[config.mk]
export PLATFORM = sky130hd
export DESIGN_NAME = gnf_front
export DESIGN_NICKNAME = d
export VERILOG_FILES = /design/src/rtl/gnf_pkg.sv /design/src/rtl/gnf_front.sv
export SDC_FILE = /design/constraint.sdc
export NUM_CORES = 1
export LEC_CHECK = 0
export ABC_AREA = 1
export BUFFER_PORTS_ARGS = -buffer_cell sky130_fd_sc_hd__buf_2
export CAP_MARGIN = 30
export CORE_ASPECT_RATIO = 1.1
export CORE_MARGIN = 8
export CORE_UTILIZATION = 47
export DETAILED_ROUTE_END_ITERATION = 12
export GPL_ROUTABILITY_DRIVEN = 0
export MAX_ROUTING_LAYER = met4
export PLACE_DENSITY_LB_ADDON = 0.12
export SYNTH_ARGS = -nofsm -noshare
export SYNTH_HDL_FRONTEND = slang
export SYNTH_SLANG_ARGS = --single-unit
[constraint.sdc]
create_clock -name clk_i -period 9.68 [get_ports clk_i]
set_input_delay 0.968 -clock clk_i [delete_from_list [all_inputs] [get_ports clk_i]]
set_output_delay 0.968 -clock clk_i [all_outputs]
set_load 0.01 [all_outputs]
[src/rtl/gnf_pkg.sv]
package gnf_pkg;

  // Table geometry and number formats.
  localparam int TABLE_SIZE     = 256;
  localparam int IDX_W          = $clog2(TABLE_SIZE);
  localparam int MAX_OCTAVES    = 8;
  localparam int FRAC_BITS      = 16;
  localparam logic [31:0] LATTICE_OFFSET = 32'h0000_1000;

  // Command codes as carried in the input tuser.
  localparam logic [2:0] CMD_LOAD   = 3'd0;
  localparam logic [2:0] CMD_NOISE1 = 3'd1;
  localparam logic [2:0] CMD_NOISE2 = 3'd2;
  localparam logic [2:0] CMD_NOISE3 = 3'd3;
  localparam logic [2:0] CMD_FBM2   = 3'd4;

  // Configuration register indexes.
  localparam logic [1:0] CFG_OCTAVE_COUNT   = 2'd0;
  localparam logic [1:0] CFG_BASE_FREQUENCY = 2'd1;
  localparam logic [1:0] CFG_BASE_AMPLITUDE = 2'd2;

  typedef enum logic [2:0] {
    KIND_LOAD   = 3'd0,
    KIND_NOISE1 = 3'd1,
    KIND_NOISE2 = 3'd2,
    KIND_NOISE3 = 3'd3,
    KIND_FBM2   = 3'd4,
    KIND_NOP    = 3'd5
  } gnf_kind_e;

  typedef struct packed {
    gnf_kind_e          kind;
    logic [7:0]         entry_index;
    logic [7:0]         perm_value;
    logic signed [15:0] grad_one;
    logic signed [15:0] grad_two_x;
    logic signed [15:0] grad_two_y;
    logic signed [15:0] grad_three_x;
    logic signed [15:0] grad_three_y;
    logic signed [15:0] grad_three_z;
    logic signed [31:0] coord_x;
    logic signed [31:0] coord_y;
    logic signed [31:0] coord_z;
  } gnf_item_t;

  typedef struct packed {
    logic [3:0]  octave_count;
    logic [23:0] base_frequency;
    logic [23:0] base_amplitude;
  } gnf_cfg_t;

endpackage

[src/rtl/gnf_front.sv]
module gnf_front import gnf_pkg::*; (
  input  logic         clk_i,
  input  logic         rst_ni,
  input  logic         s_axis_tvalid,
  output logic         s_axis_tready,
  input  logic [207:0] s_axis_tdata,
  input  logic [2:0]   s_axis_tuser,
  output logic         q_valid_o,
  input  logic         q_ready_i,
  output gnf_item_t    q_item_o
);

  // Two-entry queue between the decoder and the engine.
  gnf_item_t  fifo_q [2];
  logic       wr_ptr_q, wr_ptr_d;
  logic       rd_ptr_q, rd_ptr_d;
  logic [1:0] count_q, count_d;
  gnf_item_t  item;
  logic       push, pop;

  always_comb begin
    case (s_axis_tuser)
      CMD_LOAD:   item.kind = KIND_LOAD;
      CMD_NOISE1: item.kind = KIND_NOISE1;
      CMD_NOISE2: item.kind = KIND_NOISE2;
      CMD_NOISE3: item.kind = KIND_NOISE3;
      CMD_FBM2:   item.kind = KIND_FBM2;
      default:    item.kind = KIND_NOP;
    endcase
    item.entry_index  = s_axis_tdata[7:0];
    item.perm_value   = s_axis_tdata[15:8];
    item.grad_one     = s_axis_tdata[31:16];
    item.grad_two_x   = s_axis_tdata[47:32];
    item.grad_two_y   = s_axis_tdata[63:48];
    item.grad_three_x = s_axis_tdata[79:64];
    item.grad_three_y = s_axis_tdata[95:80];
    item.grad_three_z = s_axis_tdata[111:96];
    item.coord_x      = s_axis_tdata[143:112];
    item.coord_y      = s_axis_tdata[175:144];
    item.coord_z      = s_axis_tdata[207:176];
  end

  assign s_axis_tready = (count_q != 2'd2);
  assign q_valid_o     = (count_q != 2'd0);
  assign q_item_o      = fifo_q[rd_ptr_q];
  assign push          = s_axis_tvalid && s_axis_tready;
  assign pop           = q_valid_o && q_ready_i;

  always_comb begin
    wr_ptr_d = push ? ~wr_ptr_q : wr_ptr_q;
    rd_ptr_d = pop ? ~rd_ptr_q : rd_ptr_q;
    count_d  = count_q + {1'b0, push} - {1'b0, pop};
  end

  always_ff @(posedge clk_i or negedge rst_ni) begin
    if (!rst_ni) begin
      wr_ptr_q <= 1'b0;
      rd_ptr_q <= 1'b0;
      count_q  <= 2'd0;
    end else begin
      wr_ptr_q <= wr_ptr_d;
      rd_ptr_q <= rd_ptr_d;
      count_q  <= count_d;
    end
  end

  always_ff @(posedge clk_i) begin
    if (push) begin
      fifo_q[wr_ptr_q] <= item;
    end
  end

endmodule

## After elaboration in Yosys (flattened, before gate mapping)

Memory sizes are Yosys's and may differ from the RTL's.
Cells that the tools add are included.

- Flip-flop bits (word level): 4
- Memories kept: 1
- Word-level logic and storage cells: 20
- Memory bits (writable): 422

Memories:

| memory | words | width | read ports | clocked after Yosys merged registers in | wr ports | line | RTL |
|---|---|---|---|---|---|---|---|
| fifo_q | 2 | 211 | 1 | 0 | 1 | gnf_front.sv:14 | `gnf_item_t fifo_q [2];` |

- Bitwise logic cells: 2
- Add/subtract/negate cells: 2
- Reduce and logical (&&, ||, !) cells: 4
- Mux-type cells: 3
- Equality and inequality tests: 5

Operator list:

| operator | number |
|---|---|
| case mux 3 bit (5 select lines) | 1 |
| == test 3 x 2 -> 1 bit (second input constant) | 2 |
| == test 3 x 1 -> 1 bit (second input constant) | 1 |
| == test 3 bit (second input constant) | 1 |
| logical NOT 3 bit | 1 |
| adder 2 x 1 -> 2 bit | 1 |
| logical AND 1 bit | 2 |
| two-way mux 1 bit | 2 |
| != test 2 bit (second input constant) | 1 |
| NOT 1 bit | 2 |
| nonzero test 2 bit | 1 |
| subtractor 2 x 1 -> 2 bit | 1 |

## Depth between registers and ports, before layout

- Word-level depth: 4
- Mapped depth: 12
- Depth with buffers taken out: 12

## Worst setup path after synthesis

Ideal clock, no wire load.

- Path type: input port to flip-flop
- Start point: input port s_axis_tvalid
- End point: memory fifo_q[1][0] in the netlist's numbering (enable)
- Path slack: -950 ps
- Library setup time: 787 ps
- Buffers on the path: 0
- Arrival time: 9843 ps
- Required time: 8893 ps
- Cell stages on the path: 2
- Path through: nand2_1 -> nor2_1

- Word-level cells in the longest chain between the ends: 3

Ends and longest elaborated chain:

| what | line | RTL |
|---|---|---|
| start: declaration | gnf_front.sv:4 | `input logic s_axis_tvalid,` |
| logical AND 1 bit | gnf_front.sv:46 | `assign push = s_axis_tvalid && s_axis_tready;` |
| two-way mux 1 bit | gnf_front.sv:68 | `if (push) begin` |
| two-way mux 1 bit (not written as such) | gnf_front.sv:69 | `fifo_q[wr_ptr_q] <= item;` |
| end: declaration | gnf_front.sv:14 |  |

No other way between the ends.

==> run summary <==
Yosys reg bits: 426
Slowest-stage cell, CP: dfrtp_4
critical path class: flop to output pin
number of max-cap violations: 0
mean post-synth cell area: 13.8 um2
antenna violations before repair: 15
CP Cell Sequence: inv_6 > buf_16 > buf_4 > buf_16 > nand2_1 > nand2_1 > buf_2
CORE AREA: 0.0330 mm2
first-pass GRT wire length: 55,900 um
Root Driver: clkbuf_16
CP Launch Type: flop
status: finished clean
grt ovf: 0
switching share of total power: 0.344
Psw: 2.10 mW
Int Power: 3.99 mW
Lkg Pwr: 8.35 nW
Sequential Power Share: 0.433
Cells after Synth: 1,138
worst skew pair latency: 530 ps
DIE HEIGHT: 207 um
placed cells: 1,956
IO Pins: 428
Final Hold Fails: 0
Final WS setup: 5690 ps
Max IR drop VDD: 0.000237 V
Worst Max-Slew Pin Slew: 1180 ps
Port Buffers: 427
WP data required: 8710 ps
CTS Buffer Depth: 3
Iter 0 DRT Violations: 582
largest net degree at the start of global routing: 184
HPWL after DPL: 24,800 um
number of setup buffers added after CTS: 0
Worst path top cell family by delay: buffers and inverters
FF-to-FF path depth: 4
DRC viols: 0
RSZ-0062 raised after global routing: false
Area Overhead vs Synth: 24.3%
WL final: 37,900 um
setup clock skew after layout: 13.2 ps
area of placed instances: 0.0181 mm2
FMAX: 0.250 GHz
Clock Power Share: 0.244
critical path depth: 7
Period Utilization, post-route: 0.413
Worst Path Buf+Inv: 5
final setup fails: 0
Die W: 190 um
Initial Utilization: 0.474
CP peak stage delay: 660 ps
antenna-violating nets left: 0
vias: 9,840
fin cells: 2,050
share of layout cells above drive strength 1: 0.308
GRT Total Usage: 0.190
DR vias/cell: 4.80
HP Class: input pin to asynchronous set/reset pin
cts hold-fix bufs: 0
CP endpoint kind: output pin
Sink Count: 426
die area: 0.0394 mm2
Final nets: 1,787
CTS H-Tree Depth: 2
Synth Warn #: 0
Combinational Power Share: 0.323
Netlist cell types: 17
Place WS: 5870 ps
setup TNS: 0 ps
CTS-repair resized insts: 0
sequential share of the synthesized area: 0.816
CTS tree: done
Worst Hold Slack: 222 ps
vias in the first global route: 10,000
Slew Limit Fails: 0
Power Density: 313 mW/mm2
arrival time worst endpoint: 3030 ps
clock-pin slew on the worst setup and hold paths: 60 ps
worst-path maximum fanout: 101
Post-Syn Nets: 1,354
post-route cell area: 0.0195 mm2
Netlist Area Pre-Place: 0.0157 mm2
drt first pass iters: 4
max_slew headroom: 0.214
fillcell total: 2,683
num rows: 70
CTS Buf Count: 42
wire per inst: 18.5 um
Final Critical Period: 3990 ps
## synthesized netlist by cell type
master	n	area share
nand2_1	642	0.15
edfxtp_1	422	0.81
buf_2	22	0.0070
buf_6	14	0.010
buf_4	10	0.0048
inv_1	8	0.0019
nor2_1	6	0.0014
dfrtp_1	4	0.0064
nand3_1	2	0.00064
a21o_1	1	0.00048
a21oi_1	1	0.00032
buf_8	1	0.00096
clkbuf_1	1	0.00024
ha_1	1	0.00080
inv_4	1	0.00040
o21ai_0	1	0.00032
xor2_1	1	0.00056
## metal layers
| metal | global-route usage | part of all wire | wire, um |
|---|---|---|---|
| met4 | 0.0691 | 0.023 | 861 |
| met2 | 0.302 | 0.49 | 18500 |
| met1 | 0.215 | 0.39 | 14700 |
| met3 | 0.0727 | 0.10 | 3790 |
| met5 | - | 0 | 0 |
## final timing paths
kind                                 startpoint                        to  slack, ps
setup / recovery           rd_ptr_q$_DFFE_PN0P_             q_item_o[193]       5690
min in group clk_i         count_q[0]$_DFF_PN0_      count_q[0]$_DFF_PN0_        570
hold reg to reg            count_q[0]$_DFF_PN0_      count_q[0]$_DFF_PN0_        570
hold / removal                           rst_ni      rd_ptr_q$_DFFE_PN0P_        220
setup reg to reg           count_q[1]$_DFF_PN0_  fifo_q[0][123]$_DFFE_PP_       6800
max in group asynchronous                rst_ni      rd_ptr_q$_DFFE_PN0P_       9320
## power by group through the flow
stage          logic (mW)  clock network [mW]  registers (mW)
6_report             1.96                1.49            2.64
5_1_grt              2.18                1.59            2.67
4_1_cts              1.99                1.52            2.64
3_5_place_dp         1.98                   0            2.67
3_3_place_gp         1.96                   0            2.66
2_1_floorplan        1.18                   0            2.71
## worst register-to-register path, cell delays in order (launching register included)
cell	delay, ps
dfrtp_1	420
nand2_1	130
nand2_1	170
nor2_4	750
buf_12	790
## registers in the layout, indices dropped and copies added (netlist names)
| register | cells |
|---|---|
| fifo_q | 422 |
| count_q | 2 |
| rd_ptr_q | 1 |
| wr_ptr_q | 1 |
## through the flow
stage	power, mW	util
finish	6.09	0.589
global route	6.44	0.589
CTS	6.15	0.586
detailed placement	4.65	0.548
global placement	4.62	0.547
floorplan	3.89	-
## area by class of cell
type	instances	area (um2)	area share
clock inverters	16	68.8	0.00354
repair buffers	437	2320	0.119
inverters	9	38.8	0.00199
well taps	432	541	0.0278
diodes	15	37.5	0.00193
multi-input cells	655	2500	0.128
flip-flops and latches	426	12800	0.657
clock buffers	60	1180	0.0608
## kinds of logic after synthesis
kind of cell | count (synthesis) | synth area share
DFF | 426 | 0.816
and+or+nand+nor | 650 | 0.156
xor gates and xnor gates | 1 | 0.000560
adders and majority gates | 1 | 0.000799
buffers and inverters | 57 | 0.0254
AOI/OAI and AO/OA | 3 | 0.00112
## cells in the final DEF, fill, tap and decap left out
master / n
xor2_1: 1
a21oi_1: 1
buf_4: 4
buf_12: 2
nor2_1: 4
clkbuf_16: 45
inv_1: 8
nand3_1: 2
buf_16: 4
ha_1: 1
clkinv_1: 9
dfrtp_1: 3
diode_2: 15
nor2_4: 2
o21ai_0: 1
clkbuf_1: 15
nand2_1: 642
edfxtp_1: 422
clkinv_2: 7
inv_6: 1
a21o_1: 1
buf_2: 427
dfrtp_4: 1
Note: power is estimated with default switching activity, not from simulation.
